--- src/sv/osc7_pkg.sv ---
// ----------------------------------------------------------------------------
// osc7_pkg
// Shared types and constants for the OSC 7 working directory extractor.
// ----------------------------------------------------------------------------
package osc7_pkg;

    localparam int BODY_DEPTH_DEF = 64;
    localparam int JQ_DEPTH       = 2;
    localparam int OQ_DEPTH       = 4;
    localparam int OQ_CW          = $clog2(OQ_DEPTH + 1);

    localparam logic [7:0] BYTE_ESC   = 8'h1B;
    localparam logic [7:0] BYTE_BEL   = 8'h07;
    localparam logic [7:0] BYTE_OSC   = 8'h5D;
    localparam logic [7:0] BYTE_BSL   = 8'h5C;
    localparam logic [7:0] BYTE_SEVEN = 8'h37;
    localparam logic [7:0] BYTE_SEMI  = 8'h3B;

    localparam logic [1:0] ST_PATH  = 2'd0;
    localparam logic [1:0] ST_EMPTY = 2'd1;
    localparam logic [1:0] ST_OVF   = 2'd2;

    typedef enum logic [1:0] {
        KIND_OVF,
        KIND_EMPTY,
        KIND_PATH
    } t_kind;

    typedef struct packed {
        logic [7:0] path_byte;
        logic       run_last;
        logic [1:0] report_status;
    } t_result;

endpackage

--- src/sv/osc7_ram.sv ---
// ----------------------------------------------------------------------------
// osc7_ram
// Generic single write, single read RAM with registered read data.
// ----------------------------------------------------------------------------
module osc7_ram #(
    parameter int W = 8,
    parameter int D = 64
) (
    input  logic                 i_clk,
    input  logic                 i_we,
    input  logic [$clog2(D)-1:0] i_waddr,
    input  logic [W-1:0]         i_wdata,
    input  logic                 i_re,
    input  logic [$clog2(D)-1:0] i_raddr,
    output logic [W-1:0]         o_rdata
);
    logic [W-1:0] r_mem [D];
    logic [W-1:0] r_rdata;

    always_ff @(posedge i_clk) begin
        if (i_we) begin
            r_mem[i_waddr] <= i_wdata;
        end
        if (i_re) begin
            r_rdata <= r_mem[i_raddr];
        end
    end

    assign o_rdata = r_rdata;
endmodule

--- src/sv/osc7_fifo.sv ---
// ----------------------------------------------------------------------------
// osc7_fifo
// Small synchronous FIFO with occupancy count.
// ----------------------------------------------------------------------------
module osc7_fifo #(
    parameter int W = 8,
    parameter int D = 2
) (
    input  logic                   i_clk,
    input  logic                   i_rst_n,
    input  logic                   i_wr,
    input  logic [W-1:0]           i_din,
    input  logic                   i_rd,
    output logic [W-1:0]           o_dout,
    output logic                   o_empty,
    output logic                   o_full,
    output logic [$clog2(D+1)-1:0] o_count
);
    localparam int AW = (D > 1) ? $clog2(D) : 1;
    localparam int CW = $clog2(D + 1);

    logic [W-1:0]  r_mem [D];
    logic [AW-1:0] r_wp, n_wp;
    logic [AW-1:0] r_rp, n_rp;
    logic [CW-1:0] r_cnt, n_cnt;
    logic          w_wr, w_rd;

    assign w_wr = i_wr && (r_cnt != CW'(D));
    assign w_rd = i_rd && (r_cnt != '0);

    always_comb begin
        n_wp  = r_wp;
        n_rp  = r_rp;
        n_cnt = r_cnt;
        if (w_wr) begin
            n_wp = (r_wp == AW'(D - 1)) ? '0 : r_wp + 1'b1;
        end
        if (w_rd) begin
            n_rp = (r_rp == AW'(D - 1)) ? '0 : r_rp + 1'b1;
        end
        if (w_wr && !w_rd) begin
            n_cnt = r_cnt + 1'b1;
        end else if (w_rd && !w_wr) begin
            n_cnt = r_cnt - 1'b1;
        end
    end

    always_ff @(posedge i_clk) begin
        if (!i_rst_n) begin
            r_wp  <= '0;
            r_rp  <= '0;
            r_cnt <= '0;
        end else begin
            r_wp  <= n_wp;
            r_rp  <= n_rp;
            r_cnt <= n_cnt;
        end
    end

    always_ff @(posedge i_clk) begin
        if (w_wr) begin
            r_mem[r_wp] <= i_din;
        end
    end

    assign o_dout  = r_mem[r_rp];
    assign o_empty = (r_cnt == '0);
    assign o_full  = (r_cnt == CW'(D));
    assign o_count = r_cnt;
endmodule

--- src/sv/osc7_front.sv ---
// ----------------------------------------------------------------------------
// osc7_front
// Byte scanner: tracks escape phase, stores body bytes, posts report jobs.
// ----------------------------------------------------------------------------
module osc7_front #(
    parameter int BODY_DEPTH = 64
) (
    input  logic                            i_clk,
    input  logic                            i_rst_n,
    input  logic                            i_push,
    output logic                            o_full,
    input  logic [7:0]                      i_byte,
    output logic                            o_job_push,
    output osc7_pkg::t_kind                 o_job_kind,
    output logic [$clog2(BODY_DEPTH+1)-1:0] o_job_count,
    input  logic                            i_jq_full,
    input  logic                            i_done,
    output logic                            o_ram_we,
    output logic [$clog2(BODY_DEPTH)-1:0]   o_ram_waddr,
    output logic [7:0]                      o_ram_wdata
);
    import osc7_pkg::*;

    localparam int CW = $clog2(BODY_DEPTH + 1);
    localparam int AW = $clog2(BODY_DEPTH);

    localparam logic [1:0] PH_IDLE     = 2'd0;
    localparam logic [1:0] PH_ESC      = 2'd1;
    localparam logic [1:0] PH_BODY     = 2'd2;
    localparam logic [1:0] PH_BODY_ESC = 2'd3;

    logic [1:0]    r_phase, n_phase;
    logic [CW-1:0] r_cnt, n_cnt;
    logic          r_ovf, n_ovf;
    logic          r_p0, n_p0;
    logic          r_pok, n_pok;
    logic          r_lock, n_lock;
    logic          w_acc;
    logic          w_fin;

    assign o_full = r_lock || i_jq_full;
    assign w_acc  = i_push && !o_full;

    always_comb begin
        n_phase     = r_phase;
        n_cnt       = r_cnt;
        n_ovf       = r_ovf;
        n_p0        = r_p0;
        n_pok       = r_pok;
        n_lock      = r_lock && !i_done;
        w_fin       = 1'b0;
        o_ram_we    = 1'b0;
        o_ram_waddr = r_cnt[AW-1:0];
        o_ram_wdata = i_byte;
        o_job_push  = 1'b0;
        o_job_kind  = KIND_PATH;
        o_job_count = r_cnt;
        if (w_acc) begin
            case (r_phase)
                PH_IDLE: begin
                    n_phase = (i_byte == BYTE_ESC) ? PH_ESC : PH_IDLE;
                end
                PH_ESC: begin
                    if (i_byte == BYTE_OSC) begin
                        n_phase = PH_BODY;
                        n_cnt   = '0;
                        n_ovf   = 1'b0;
                        n_p0    = 1'b0;
                        n_pok   = 1'b0;
                    end else begin
                        n_phase = (i_byte == BYTE_ESC) ? PH_ESC : PH_IDLE;
                    end
                end
                PH_BODY: begin
                    if (i_byte == BYTE_BEL) begin
                        w_fin = 1'b1;
                    end else if (i_byte == BYTE_ESC) begin
                        n_phase = PH_BODY_ESC;
                    end else if (r_cnt < CW'(BODY_DEPTH)) begin
                        o_ram_we = 1'b1;
                        n_cnt    = r_cnt + 1'b1;
                        if (r_cnt == CW'(0)) begin
                            n_p0 = (i_byte == BYTE_SEVEN);
                        end
                        if (r_cnt == CW'(1)) begin
                            n_pok = r_p0 && (i_byte == BYTE_SEMI);
                        end
                    end else begin
                        n_ovf = 1'b1;
                    end
                end
                PH_BODY_ESC: begin
                    if (i_byte == BYTE_BSL) begin
                        w_fin = 1'b1;
                    end else begin
                        n_cnt   = '0;
                        n_ovf   = 1'b0;
                        n_pok   = 1'b0;
                        n_phase = (i_byte == BYTE_ESC) ? PH_ESC : PH_IDLE;
                    end
                end
                default: begin
                    n_phase = PH_IDLE;
                end
            endcase
        end
        if (w_fin) begin
            if (r_ovf) begin
                o_job_push = 1'b1;
                o_job_kind = KIND_OVF;
            end else if (r_pok) begin
                o_job_push = 1'b1;
                if (r_cnt == CW'(2)) begin
                    o_job_kind = KIND_EMPTY;
                end else begin
                    o_job_kind = KIND_PATH;
                    n_lock     = 1'b1;
                end
            end
            n_phase = PH_IDLE;
            n_cnt   = '0;
            n_ovf   = 1'b0;
            n_pok   = 1'b0;
        end
    end

    always_ff @(posedge i_clk) begin
        if (!i_rst_n) begin
            r_phase <= PH_IDLE;
            r_cnt   <= '0;
            r_ovf   <= 1'b0;
            r_p0    <= 1'b0;
            r_pok   <= 1'b0;
            r_lock  <= 1'b0;
        end else begin
            r_phase <= n_phase;
            r_cnt   <= n_cnt;
            r_ovf   <= n_ovf;
            r_p0    <= n_p0;
            r_pok   <= n_pok;
            r_lock  <= n_lock;
        end
    end
endmodule

--- src/sv/osc7_back.sv ---
// ----------------------------------------------------------------------------
// osc7_back
// Report engine: turns jobs into results, streaming path bytes from the store.
// ----------------------------------------------------------------------------
module osc7_back #(
    parameter int BODY_DEPTH = 64
) (
    input  logic                            i_clk,
    input  logic                            i_rst_n,
    input  logic                            i_job_valid,
    input  osc7_pkg::t_kind                 i_job_kind,
    input  logic [$clog2(BODY_DEPTH+1)-1:0] i_job_count,
    output logic                            o_job_pop,
    output logic                            o_done,
    output logic                            o_ram_re,
    output logic [$clog2(BODY_DEPTH)-1:0]   o_ram_raddr,
    input  logic [7:0]                      i_ram_rdata,
    output logic                            o_res_push,
    output osc7_pkg::t_result               o_res,
    input  logic [osc7_pkg::OQ_CW-1:0]      i_oq_count
);
    import osc7_pkg::*;

    localparam int CW = $clog2(BODY_DEPTH + 1);
    localparam int AW = $clog2(BODY_DEPTH);

    logic          r_busy, n_busy;
    logic [AW-1:0] r_addr, n_addr;
    logic [AW-1:0] r_end, n_end;
    logic          r_pend, n_pend;
    logic          r_pend_last, n_pend_last;
    logic          w_credit;
    logic [CW-1:0] w_last_idx;

    assign w_credit   = r_pend ? (i_oq_count < OQ_CW'(OQ_DEPTH - 1))
                               : (i_oq_count < OQ_CW'(OQ_DEPTH));
    assign w_last_idx = i_job_count - 1'b1;

    always_comb begin
        n_busy      = r_busy;
        n_addr      = r_addr;
        n_end       = r_end;
        n_pend      = 1'b0;
        n_pend_last = r_pend_last;
        o_job_pop   = 1'b0;
        o_done      = 1'b0;
        o_ram_re    = 1'b0;
        o_ram_raddr = r_addr;
        o_res_push  = 1'b0;
        o_res       = '{path_byte: i_ram_rdata, run_last: r_pend_last,
                        report_status: ST_PATH};
        if (r_pend) begin
            o_res_push = 1'b1;
        end
        if (r_busy) begin
            if (w_credit) begin
                o_ram_re    = 1'b1;
                n_pend      = 1'b1;
                n_pend_last = (r_addr == r_end);
                if (r_addr == r_end) begin
                    n_busy = 1'b0;
                    o_done = 1'b1;
                end else begin
                    n_addr = r_addr + 1'b1;
                end
            end
        end else if (i_job_valid && !r_pend && w_credit) begin
            o_job_pop = 1'b1;
            case (i_job_kind)
                KIND_OVF: begin
                    o_res_push = 1'b1;
                    o_res      = '{path_byte: 8'd0, run_last: 1'b1,
                                   report_status: ST_OVF};
                end
                KIND_EMPTY: begin
                    o_res_push = 1'b1;
                    o_res      = '{path_byte: 8'd0, run_last: 1'b1,
                                   report_status: ST_EMPTY};
                end
                KIND_PATH: begin
                    n_busy = 1'b1;
                    n_addr = AW'(2);
                    n_end  = w_last_idx[AW-1:0];
                end
                default: begin
                    n_busy = 1'b0;
                end
            endcase
        end
    end

    always_ff @(posedge i_clk) begin
        if (!i_rst_n) begin
            r_busy <= 1'b0;
            r_pend <= 1'b0;
        end else begin
            r_busy <= n_busy;
            r_pend <= n_pend;
        end
    end

    always_ff @(posedge i_clk) begin
        r_addr      <= n_addr;
        r_end       <= n_end;
        r_pend_last <= n_pend_last;
    end
endmodule

--- src/sv/osc7_working_dir_extractor_core.sv ---
// ----------------------------------------------------------------------------
// osc7_working_dir_extractor_core
// OSC 7 working directory extractor: scanner front, job queue, report back.
// ----------------------------------------------------------------------------
// Input: one byte per cycle while no path report is being streamed and the
// job queue has room. Overflow and empty-path results pass the job queue and
// the result queue; a path byte also passes the read address and store read
// registers. Path report of n body bytes: n-2 results at one per cycle while
// the result queue has room; input is held off (full) from the terminator
// until the last store read is issued. Overflow and empty-path reports need
// no store access; they stall input only once the job queue is full. Reset:
// synchronous, active low; clears control state, store left as is.
// ----------------------------------------------------------------------------
module osc7_working_dir_extractor_core #(
    parameter int BODY_DEPTH = osc7_pkg::BODY_DEPTH_DEF
) (
    input  logic       i_clk,
    input  logic       i_rst_n,
    input  logic       push,
    output logic       full,
    input  logic [7:0] i_in_byte,
    output logic       empty,
    input  logic       pop,
    output logic [7:0] o_path_byte,
    output logic       o_run_last,
    output logic [1:0] o_report_status
);
    import osc7_pkg::*;

    localparam int CW = $clog2(BODY_DEPTH + 1);
    localparam int AW = $clog2(BODY_DEPTH);
    localparam int JW = $bits(t_kind) + CW;
    localparam int RW = $bits(t_result);

    logic          w_job_push;
    t_kind         w_job_kind;
    logic [CW-1:0] w_job_count;
    logic          w_jq_full;
    logic          w_jq_empty;
    logic [JW-1:0] w_jq_dout;
    logic [$clog2(JQ_DEPTH+1)-1:0] w_jq_count;
    logic          w_job_pop;
    logic          w_done;
    logic          w_ram_we;
    logic [AW-1:0] w_ram_waddr;
    logic [7:0]    w_ram_wdata;
    logic          w_ram_re;
    logic [AW-1:0] w_ram_raddr;
    logic [7:0]    w_ram_rdata;
    logic          w_res_push;
    t_result       w_res;
    t_result       w_oq_dout;
    logic          w_oq_full;
    logic [OQ_CW-1:0] w_oq_count;
    logic          w_unused;

    osc7_front #(.BODY_DEPTH(BODY_DEPTH)) u_front (
        .i_clk       (i_clk),
        .i_rst_n     (i_rst_n),
        .i_push      (push),
        .o_full      (full),
        .i_byte      (i_in_byte),
        .o_job_push  (w_job_push),
        .o_job_kind  (w_job_kind),
        .o_job_count (w_job_count),
        .i_jq_full   (w_jq_full),
        .i_done      (w_done),
        .o_ram_we    (w_ram_we),
        .o_ram_waddr (w_ram_waddr),
        .o_ram_wdata (w_ram_wdata)
    );

    osc7_fifo #(.W(JW), .D(JQ_DEPTH)) u_job_q (
        .i_clk   (i_clk),
        .i_rst_n (i_rst_n),
        .i_wr    (w_job_push),
        .i_din   ({w_job_kind, w_job_count}),
        .i_rd    (w_job_pop),
        .o_dout  (w_jq_dout),
        .o_empty (w_jq_empty),
        .o_full  (w_jq_full),
        .o_count (w_jq_count)
    );

    osc7_ram #(.W(8), .D(BODY_DEPTH)) u_body_ram (
        .i_clk   (i_clk),
        .i_we    (w_ram_we),
        .i_waddr (w_ram_waddr),
        .i_wdata (w_ram_wdata),
        .i_re    (w_ram_re),
        .i_raddr (w_ram_raddr),
        .o_rdata (w_ram_rdata)
    );

    osc7_back #(.BODY_DEPTH(BODY_DEPTH)) u_back (
        .i_clk       (i_clk),
        .i_rst_n     (i_rst_n),
        .i_job_valid (!w_jq_empty),
        .i_job_kind  (t_kind'(w_jq_dout[JW-1:CW])),
        .i_job_count (w_jq_dout[CW-1:0]),
        .o_job_pop   (w_job_pop),
        .o_done      (w_done),
        .o_ram_re    (w_ram_re),
        .o_ram_raddr (w_ram_raddr),
        .i_ram_rdata (w_ram_rdata),
        .o_res_push  (w_res_push),
        .o_res       (w_res),
        .i_oq_count  (w_oq_count)
    );

    osc7_fifo #(.W(RW), .D(OQ_DEPTH)) u_res_q (
        .i_clk   (i_clk),
        .i_rst_n (i_rst_n),
        .i_wr    (w_res_push),
        .i_din   (w_res),
        .i_rd    (pop),
        .o_dout  (w_oq_dout),
        .o_empty (empty),
        .o_full  (w_oq_full),
        .o_count (w_oq_count)
    );

    // credit scheme in the back end keeps the result queue from overfilling
    assign w_unused = w_oq_full ^ (^w_jq_count);

    assign o_path_byte     = w_oq_dout.path_byte;
    assign o_run_last      = w_oq_dout.run_last;
    assign o_report_status = w_oq_dout.report_status;
endmodule
--- config.mk ---
export PLATFORM = sky130hd
export DESIGN_NAME = osc7_working_dir_extractor_core
export DESIGN_NICKNAME = d
export VERILOG_FILES = /design/src/sv/osc7_pkg.sv /design/src/sv/osc7_ram.sv /design/src/sv/osc7_fifo.sv /design/src/sv/osc7_front.sv /design/src/sv/osc7_back.sv /design/src/sv/osc7_working_dir_extractor_core.sv
export SDC_FILE = /design/constraint.sdc
export NUM_CORES = 1
export LEC_CHECK = 0
export BUFFER_PORTS_ARGS = -buffer_cell sky130_fd_sc_hd__clkbuf_2
export CAP_MARGIN = 20
export CELL_PAD_IN_SITES_DETAIL_PLACEMENT = 0
export CELL_PAD_IN_SITES_GLOBAL_PLACEMENT = 1
export CORE_ASPECT_RATIO = 2
export CORE_MARGIN = 1.5
export CORE_UTILIZATION = 55
export CTS_CLUSTER_DIAMETER = 50
export DETAILED_ROUTE_END_ITERATION = 16
export PLACE_DENSITY_LB_ADDON = 0.25
export SYNTH_ARGS = -nofsm -noshare
export SYNTH_HDL_FRONTEND = slang
export SYNTH_SLANG_ARGS = --single-unit
export TNS_END_PERCENT = 100
--- constraint.sdc ---
create_clock -name i_clk -period 3.25 [get_ports i_clk]
set_clock_uncertainty 0.2 [all_clocks]
set_input_delay 0.4875 -clock i_clk [delete_from_list [all_inputs] [get_ports i_clk]]
set_output_delay 0.4875 -clock i_clk [all_outputs]
set_load 0.03 [all_outputs]
==> results.yml, run 1 <==
run_status:
  status: "complete, but fails checks"
  violations: "DRC"
floorplan:
  die_h_um: 304
  rows: 110
  die_w_um: 153
  coreArea_sq_um: 44700
  die-area_sq_um: 46500
  io_pins: 25
  start_util_pct: 55.5
timing:
  fin_crit_ns: 3.09
  slew_viol_final: 0
  fin_tns_setup_ns: 0
  grt_setup_unrepaired: "false"
  max_freq_mhz: 324
  period_share_pct: 95.1
  tightest_slew_ns: 1.11
  setup_viol: 0
  relSlewSlack_pct: 24.2
  hold_viol: 0
detailed_routing:
  wl_met2_um: 29700
  drtPass1Iterations: 13
  vias: 12800
  met3_wirelength_um: 3000
  drc_errors: 3
  ant_nets: 0
  top_layer: "met4"
  dr.first_iter.drc_count: 1136
  avgViaCountPerCell: 6.19
  wl_um: 57600
  wl_met1_um: 22200
  wl_per_cell_um: 27.9
critical_path:
  crit_required_ns: 3.39
  worstPathMaxFanout: 33
  cp_top_family: "compound AO/OA/AOI/OAI gates"
  crit_chain: "buf_12, buf_4, mux2i_1, o22ai_1, a2111oi_1, a211oi_1, a31o_2"
  r2r_slack_ns: 0.16
  rr_worst_depth: 7
  crit_cells: 7
  reg2reg_from: "u_back.o_ram_raddr[0]"
  crit_path_start_kind: "flop"
  arrival_ns: 3.23
  max_stage_delay_ns: 0.69
  slowest_stage: "a2111oi_1"
  end_kind: "flop"
  worst-path-buf-inv: 2
  r2r-end: "u_body_ram.o_rdata[6]"
  path_class: "reg2reg"
placement:
  gp_congestion: 0.876
  post_dp_cell_area_sq_um: 26300
  hpwl_um: 37800
  port_buffers: 24
layout:
  drive_above_1_share_pct: 24.2
  nets: 1497
  finalInstanceArea_sq_um: 28100
  syn2layout_area_growth_pct: 13.0
  diodes: 0
grt:
  grt_pass1_vias: 13100
  grt_max_degree: 66
  grt_overflow: 0
  track_usage_pct: 25.6
  antenna_found_initial: 1
  grt_pass1_wl_um: 85700
cts:
  numCtsBuffers: 52
  post_cts_buffers: 0
  clk_pin_slew_ns: 0.07
  clkLatencyLatePin_ns: 0.58
  cts_sinks: 622
  h-tree-depth: 2
  cts_tree: "yes"
  cts_root_buf: "clkbuf_16"
  clock_path_buffers: 3
pwr:
  power_uw: 16700
  p_per_area_nw_per_um2: 596
  max-vdd-ir-drop_mv: 0.531
  power.leakage_uw: 0.00933
hold_path:
  hold_depth: 3
  min_from: "i_in_byte[2]"
  min-delay-path-class: "in2reg"
  min_to: "u_front.r_p0"
synth:
  yosysSeqAreaShare_pct: 74.0
  syn_nets: 1363
  yosys_warnings: 0
  ys_async_sr_fraction_pct: 0
  synth-seq-cells: 622
  synth_cell_types: 62
  synth_edf_count: 593
  synth_area_sq_um: 24800
  avgSynthCellArea_sq_um: 18.6
  synthFlopType: "edfxtp_1"
  synth_cells: 1333
flow_run:
  max_cap_violations: 0
worst max path at each step:
| stage | from | to | slack [ns] |
|---|---|---|---|
| after detailed placement | u_back.o_ram_raddr[0] | u_body_ram.o_rdata[6] | 0.003 |
| after CTS | u_back.o_ram_raddr[0] | u_body_ram.o_rdata[2] | 0.09 |
| after floorplan | u_back.r_busy | u_res_q.o_count[2] | 0.39 |
| after global placement | u_back.o_ram_raddr[0] | u_body_ram.o_rdata[6] | 0.02 |
| after global routing | u_back.o_ram_raddr[0] | u_body_ram.o_rdata[6] | 0.04 |
| final | u_back.o_ram_raddr[0] | u_body_ram.o_rdata[6] | 0.16 |
metrics by stage:
step	setup WS, ns	utilization [%]	std cells	hold slack, ns
after floorplan	0.388	-	1333	0.224
after global placement	0.0173	58.9	1973	0.292
after detailed placement	0.00293	58.9	1973	0.328
after CTS	0.0913	62.7	2069	0.0535
after global routing	0.0392	62.8	2069	0.0924
final	0.160	62.8	2069	0.0919
worst register-to-register path, stage by stage, from the launching register on:
cell and delay [ns]:
edfxtp_1 0.37, buf_12 0.26, buf_4 0.42, mux2i_1 0.39, o22ai_1 0.14, a2111oi_1 0.69
a211oi_1 0.14, a31o_2 0.25
cells in the final DEF, fill, tap and decap left out, drive strengths merged, types with 3 or more instances in the layout:
cell type,synthesis,routed
and2,24,24
nand3b,6,6
clkinv,0,20
xnor2,12,12
a21boi,4,4
a2111oi,8,8
a21oi,16,16
clkbuf,29,86
dfxtp,29,29
mux2i,92,92
bufinv,0,6
o22ai,37,37
mux2,15,15
nand4b,8,8
nand4,3,3
edfxtp,593,593
a21o,3,3
a211o,15,15
nor2b,15,15
ha,17,17
nand2,33,33
a31oi,15,15
or3,8,8
or2,4,4
nor2,94,94
inv,14,15
nor4b,3,3
clkinvlp,0,7
nand2b,8,8
buf,39,124
o21ai,10,10
nand3,19,19
xor2,7,7
mux4,108,108
nor3,17,17
nor3b,4,4
state kept, by name, indices dropped and copies added (netlist names), named ones only:
name / count
u_back.r_pend_last: 1
u_front.o_job_count: 7
u_back.r_busy: 1
u_front.r_p0: 1
u_back.r_end: 6
u_back.o_ram_raddr: 6
u_job_q.o_count: 2
u_front.r_phase: 2
u_body_ram.o_rdata: 8
u_res_q.r_wp: 2
u_front.r_ovf: 1
u_front.r_lock: 1
u_job_q.r_wp: 1
u_back.r_pend: 1
u_body_ram.r_mem: 512
u_res_q.r_mem: 44
u_front.r_pok: 1
u_res_q.r_rp: 2
u_job_q.r_rp: 1
u_job_q.r_mem: 16
u_res_q.o_count: 3
cell usage after synthesis, types with 2 or more instances:
master	count	share of area, %
inv_1	14	0.21
nand2_1	33	0.50
or3_1	8	0.20
buf_2	16	0.32
a21oi_1	16	0.32
buf_4	8	0.24
edfxtp_1	593	72
nor2b_1	15	0.38
a21o_1	2	0.060
nor2_1	94	1.4
and3_1	2	0.050
a211o_1	15	0.53
a211oi_1	2	0.060
nand4b_1	8	0.28
buf_6	3	0.14
nor3b_1	3	0.091
o22ai_1	37	0.93
mux2_2	15	0.68
a21boi_0	4	0.12
and2_1	23	0.58
ha_1	17	0.86
nor3_1	17	0.34
a31oi_1	15	0.38
nor4b_1	3	0.11
o21ai_0	10	0.20
nand3_1	18	0.36
or2_2	3	0.076
buf_1	12	0.18
a2111oi_0	8	0.28
nand2b_1	8	0.20
a32oi_1	2	0.071
xnor2_1	12	0.42
o211ai_1	2	0.060
mux4_2	108	9.8
nand3b_1	5	0.15
nand4_1	3	0.076
xor2_1	7	0.25
mux2i_1	92	3.7
clkbuf_1	29	0.44
dfxtp_1	29	2.3
routing by layer:
layer / vias up / global-route usage [%]
met2: 452 / 44.0
met1: 6628 / 33.2
met5: - / 0
met4: 0 / 11.7
li1: 5624 / -
met3: 104 / 2.83
where the power goes:
group | total [uW] | switching [uW] | internal, uW
combinational | 1300 | 828 | 472
clock | 6320 | 2770 | 3550
sequential | 9100 | 105 | 9000
total | 16700 | 3710 | 13000
final cells by class:
class                      instances  area, sq um
tap                              560          701
sequential                       622        18400
multi-input combinational        629         6080
fill                            3094        16700
timing repair buffer             148         1110
inverter                          14         52.6
clock buffer                      62         1390
clock inverter                    34          348
what timing repair did:
item                       CTS  global route
gates resized for setup      1             1
setup endpoints to repair    1             1
hold buffers                 0             0
kinds of logic (layout without fill, tap and decap cells):
logic type / count (synthesis) / count (layout) / synth area share [%]
muxes: 215 / 215 / 14.2
buffers and inverters: 82 / 258 / 1.53
adders and majority gates: 18 / 18 / 0.937
DFF: 622 / 622 / 74.0
AOI/OAI and AO/OA: 123 / 123 / 3.40
xor gates and xnor gates: 19 / 19 / 0.670
and+or+nand+nor: 254 / 254 / 5.25
Power figures use the tool's default switching activity.
==> run 2: changes to the inputs <==
Settings changed: CORE_UTILIZATION 55 to 59.
Clock period 3.25 ns to 4 ns, I/O delays scaled along.
==> run 2 against run 1 <==
The run now ends clean. Maximum frequency fell by 8.3%. Hold slack got worse by 0.012 ns. Cell count fell by 2.0%. Utilization rose by 4.0 points. Clock-buffer cell count rose by 3. First-iteration DRC count fell by 13%. Critical path type unchanged.
==> results.yml, run 2 (synthesis gave the netlist of run 1 again) <==
detailed_routing:
  vias: 12700
  avgViaCountPerCell: 6.26
  drtPass1Iterations: 5
  wl_um: 56900
  drc_errors: 0
  dr.first_iter.drc_count: 985
  ant_nets: 0
  wl_per_cell_um: 28.1
layout:
  seq_area_sq_um: 18400
  layout_common_cells: "593 x edfxtp_1, 108 x mux4_2, 101 x buf_4"
  drive_above_1_share_pct: 23.1
  top_regs: "u_body_ram.r_mem (512), u_res_q.r_mem (44), u_job_q.r_mem (16)"
  fillers: 2735
  nets: 1478
  largest-register: "u_body_ram.r_mem"
  syn2layout_area_growth_pct: 12.0
  finalInstanceArea_sq_um: 27800
  final_util_pct: 66.8
  multiInputGateArea_sq_um: 6070
  largest_register_ffs: 512
  final_common_cell: "edfxtp_1"
  diodes: 0
grt:
  grt_pass1_wl_um: 84100
  grt_pass1_vias: 13200
  track_usage_pct: 27.1
  grt_overflow: 0
  grt_max_degree: 66
  antenna_found_initial: 4
critical_path:
  crit_start: "u_back.o_ram_raddr[2]"
  r2r_slack_ns: 0.63
  end_kind: "flop"
  crit_path_start_kind: "flop"
  path_class: "reg2reg"
  worstPathMaxFanout: 25
  crit_required_ns: 4.15
  arrival_ns: 3.52
  slowest_stage: "a2111oi_0"
  max_stage_delay_ns: 0.75
  reg2reg_from: "u_back.o_ram_raddr[2]"
  crit_chain: "buf_12, mux4_2, mux2i_1, nor2_1, a2111oi_0, buf_4, a211oi_1, a31o_2"
  r2r-end: "u_body_ram.o_rdata[6]"
  rr_worst_depth: 8
floorplan:
  die_h_um: 293
  rows: 106
  coreArea_sq_um: 41600
  io_pins: 25
  start_util_pct: 59.6
  die-area_sq_um: 43400
  die_w_um: 148
timing:
  fin_crit_ns: 3.37
  period_share_pct: 84.3
  hold_viol: 0
  fin_tns_setup_ns: 0
  relSlewSlack_pct: 19.7
  max_freq_mhz: 297
  grt_setup_unrepaired: "false"
  tightest_slew_ns: 1.20
  slew_viol_final: 0
  setup_viol: 0
run_status:
  status: "completed"
cts:
  cts_tree: "yes"
  post_cts_resized: 0
  ctsHoldBuffers: 0
  clkLatencyLatePin_ns: 0.59
  clock_path_buffers: 3
  numCtsBuffers: 52
  cts_root_buf: "clkbuf_16"
  clk_pin_slew_ns: 0.07
  post_cts_buffers: 0
  cts_sinks: 622
  h-tree-depth: 2
placement:
  post_dp_cell_area_sq_um: 26100
  gp_congestion: 0.879
  port_buffers: 24
  hpwl_um: 39500
hold_path:
  min-delay-path-class: "in2reg"
  min_from: "i_in_byte[6]"
  min_to: "u_body_ram.r_mem[48][6]"
  hold_depth: 1
flow_run:
  max_cap_violations: 0
pwr:
  max-vdd-ir-drop_mv: 0.438
  p_per_area_nw_per_um2: 482
  power.leakage_uw: 0.00922
## run 2: changes by cell type in the layout (fill, tap and decap cells not counted), sizes merged
cell	previous run	this run
buf	124	105
clkinvlp	7	3
bufinv	6	3
clkbuf	86	89
inv	15	18
clkinv	20	19
## run 2: final cells by class
type | instances | area share (%)
multi-input combinational | 629 | 21.8
clock buffer | 65 | 5.12
sequential | 622 | 66.1
timing repair buffer | 129 | 3.39
tap | 540 | 2.43
clock inverter | 29 | 0.922
inverter | 14 | 0.189
## run 2: metal layers
| metal | up-vias | share of wire (%) | GRT usage (%) |
|---|---|---|---|
| li1 | 5565 | - | - |
| met1 | 6537 | 33 | 29.8 |
| met2 | 457 | 56 | 51.2 |
| met3 | 135 | 4.8 | 2.69 |
| met4 | 0 | 5.6 | 13.6 |
| met5 | - | 0 | 0 |
## run 2: critical path: cells and delay by family (launching register included)
kind,cells,cell delay (ns)
AND/OR/NAND/NOR,1,0.07
buffers and inverters,2,0.54
flip-flops,1,0.72
AO/OA/AOI/OAI,3,1.03
multiplexers,2,0.54
## run 2: how the worst max path moves through the flow
stage	depth (start not counted)	slack [ns]	endpoint
after global routing	10	0.47	u_res_q.o_count[2]
after global placement	7	0.29	u_body_ram.o_rdata[7]
after floorplan	11	1.14	u_res_q.o_count[2]
after detailed placement	8	0.53	u_body_ram.r_mem[11][5]
final	8	0.63	u_body_ram.o_rdata[6]
after CTS	8	0.56	u_body_ram.o_rdata[6]
## run 2: per-stage QoR
step	setup slack [ns]	hold WS, ns	instances	power (uW)
floorplan	1.14	0.224	1333	8210
global placement	0.286	0.284	1933	8530
detailed placement	0.529	0.299	1934	8570
CTS	0.565	0.0569	2028	13500
global route	0.467	0.0776	2028	13800
finish	0.630	0.0800	2028	13400
## run 2: power breakdown
group          switching (uW)  internal, uW
Clock                    2270          2740
Combinational             651           359
Sequential               90.2          7310
==> run 3: changes to the inputs <==
Settings changed: ABC_AREA set to 1, CORE_UTILIZATION 59 to 51.
Clock period 4 ns to 3.15 ns, I/O delays scaled along.
==> run 3 against run 2 <==
Sequential power increased by 27%. Critical path depth increased by 2. Routed wire length increased by 18%. Synthesized cell count increased by 84%. Clock power increased by 38%. Via count increased by 38%. Area after synthesis increased by 5.9%. Hold slack got worse by 0.036 ns. Largest power group unchanged.
==> results.yml, run 3 <==
grt:
  grt.met1_usage_pct: 29.7
  grt_pass1_vias: 17400
  use_met3_pct: 2.64
  busiest_layer: "met2"
  grt_max_degree: 135
  use_met2_pct: 46.0
  grt_overflow: 0
  track_usage_pct: 25.9
  antenna_found_initial: 0
  grt_pass1_wl_um: 101000
timing:
  max_freq_mhz: 367
  setup_ws_ns: 0.428
  setup_viol: 0
  tightest_slew_ns: 0.999
  fin_tns_setup_ns: 0
  slew_viol_final: 0
  fin_crit_ns: 2.72
  grt_setup_unrepaired: "false"
  relSlewSlack_pct: 33.3
  hold_viol: 0
  period_share_pct: 86.4
critical_path:
  r2r_slack_ns: 0.45
  crit_chain: "dlygate4sd3_1, clkbuf_2, nand2_1, nor2_1, a21oi_1, nand3_1, nor2_1, nand3_1, nor2_1, buf_4"
  end_kind: "flop"
  crit_path_start_kind: "input pin"
  r2r-end: "u_body_ram.o_rdata[6]"
  max_stage_delay_ns: 0.53
  critPathMostFrequentCell: "nor2_1"
  reg2reg_from: "u_back.o_ram_raddr[0]"
  rr_worst_depth: 10
  slowest_stage: "dlygate4sd3_1"
  worstPathMaxFanout: 8
  crit_required_ns: 3.26
  arrival_ns: 2.84
  path_class: "in2reg"
floorplan:
  die_w_um: 164
  io_pins: 25
  coreArea_sq_um: 50900
  start_util_pct: 51.7
  die_h_um: 324
  rows: 117
  die-area_sq_um: 53000
pwr:
  max-vdd-ir-drop_mv: 0.501
  switching_power_uw: 4700
  p_per_area_nw_per_um2: 628
  internal_power_uw: 13800
  power.leakage_uw: 0.0112
  switching_share_pct: 25.3
  seqPwrFrac_pct: 50.8
  clkPwrFrac_pct: 37.2
  combPwrFrac_pct: 12.0
synth:
  yosysSeqAreaShare_pct: 69.9
  ys_async_sr_fraction_pct: 0
  synth_top_cell_by_area: "edfxtp_1"
  yosys_warnings: 0
  synth_cells: 2453
  synth.area.top_cells: "edfxtp_1 68%, nand2_1 11%, nand3_1 5.1%"
  synth_cell_types: 34
  synthFlopType: "edfxtp_1"
  syn_nets: 2483
  post-synth-top-count-cell: "nand2_1"
  synth_top_area_share_pct: 67.7
  synth-seq-cells: 622
  synth_area_sq_um: 26300
  synthTopCellsByCount: "795 x nand2_1, 593 x edfxtp_1, 301 x nor2_1, 267 x nand3_1, 128 x inv_1"
  synth_edf_count: 593
  avgSynthCellArea_sq_um: 10.7
layout:
  largest_register_ffs: 512
  finalInstanceArea_sq_um: 29500
  final_common_cell: "nand2_1"
  stdcell_count: 3227
  nets: 2560
  fillers: 4328
  drive_above_1_share_pct: 9.21
  syn2layout_area_growth_pct: 12.0
  top_regs: "u_body_ram.r_mem (512), u_res_q.r_mem (44), u_job_q.r_mem (16)"
  seq_area_sq_um: 18400
  multiInputGateArea_sq_um: 6810
  largest-register: "u_body_ram.r_mem"
  layout_common_cells: "795 x nand2_1, 593 x edfxtp_1, 301 x nor2_1"
  diodes: 0
detailed_routing:
  ant_nets: 0
  drc_errors: 0
  drtPass1Iterations: 6
  wl_per_cell_um: 20.8
  dr.first_iter.drc_count: 1525
  wl_um: 67200
  vias: 17500
  avgViaCountPerCell: 5.43
cts:
  ctsHoldBuffers: 1
  clock_path_buffers: 3
  cts_tree: "yes"
  clk_pin_slew_ns: 0.06
  post_cts_buffers: 0
  clkLatencyLatePin_ns: 0.61
  h-tree-depth: 2
  post_cts_resized: 0
  cts_root_buf: "clkbuf_16"
  numCtsBuffers: 51
  cts_sinks: 622
hold_path:
  hold_depth: 3
  min_from: "i_rst_n"
  min_to: "u_front.r_p0"
  min-delay-path-class: "in2reg"
placement:
  dp.cells: 3130
  gp_congestion: 0.897
  port_buffers: 24
  post_dp_cell_area_sq_um: 27600
  hpwl_um: 41500
  post-place-ws_ns: 0.326
flow_run:
  max_cap_violations: 0
run_status:
  status: "completed"
[run 3: cell count changes in the layout (fill, tap and decap cells not counted), sizes merged, moves of 81 or more]
cell	change
mux2i	-88
nor2	+208
o21ai	+81
nand3	+249
mux4	-108
inv	+112
nand2	+763
[run 3: worst max-delay path, delay by kind of cell]
family,cells,cell delay [ns]
AND/OR/NAND/NOR,6,1.29
AO/OA/AOI/OAI,1,0.16
buffers and inverters,3,0.89
[run 3: logic make-up after synthesis]
group	Yosys count	synth area share [%]
buf+inv	252	4.26
flops	622	69.9
fa+ha+maj	18	0.884
compound gates	159	3.15
mux	4	0.152
simple gates	1383	21.2
xor+xnor	15	0.499
[run 3: power groups by stage]
stage | sequential [uW] | clock (uW) | combinational [uW]
global route | 9440 | 7280 | 2440
CTS | 9420 | 6980 | 2230
detailed placement | 9600 | 0 | 2220
global placement | 9590 | 0 | 2170
floorplan | 9550 | 0 | 1470
finish | 9420 | 6890 | 2220
[run 3: metrics by stage]
step,hold WS [ns],utilization [%],power [uW]
2_1_floorplan,0.220,-,11000
3_3_place_gp,0.254,54.2,11800
3_5_place_dp,0.273,54.2,11800
4_1_cts,0.0389,57.9,18600
5_1_grt,0.0513,57.9,19200
6_report,0.0442,57.9,18500
[run 3: layout make-up]
| class | count | share of cell area [%] |
|---|---|---|
| multi-input combinational | 1579 | 23.1 |
| inverter | 135 | 1.74 |
| clock buffer | 61 | 4.85 |
| clock inverter | 35 | 1.41 |
| sequential | 622 | 62.4 |
| timing repair buffer | 141 | 3.78 |
| tap | 654 | 2.78 |
[run 3: routing by layer]
metal	part of all wire (%)	vias to the layer above	wire length, um
li1	-	8406	-
met1	37	8377	25000
met2	52	555	34700
met3	4.4	191	2960
met4	6.8	0	4590
met5	0	-	0
[run 3: worst max-delay path by stage]
stage / from / cells past startpoint / slack [ns] / to
4_1_cts: i_in_byte[0] / 10 / 0.43 / u_body_ram.r_mem[21][3]
2_1_floorplan: u_res_q.o_count[0] / 10 / 0.63 / u_res_q.o_count[2]
5_1_grt: i_in_byte[0] / 10 / 0.20 / u_body_ram.r_mem[21][2]
3_5_place_dp: i_in_byte[6] / 10 / 0.33 / u_body_ram.r_mem[21][3]
6_report: i_in_byte[0] / 10 / 0.43 / u_body_ram.r_mem[21][3]
3_3_place_gp: i_in_byte[6] / 10 / 0.30 / u_body_ram.r_mem[35][6]
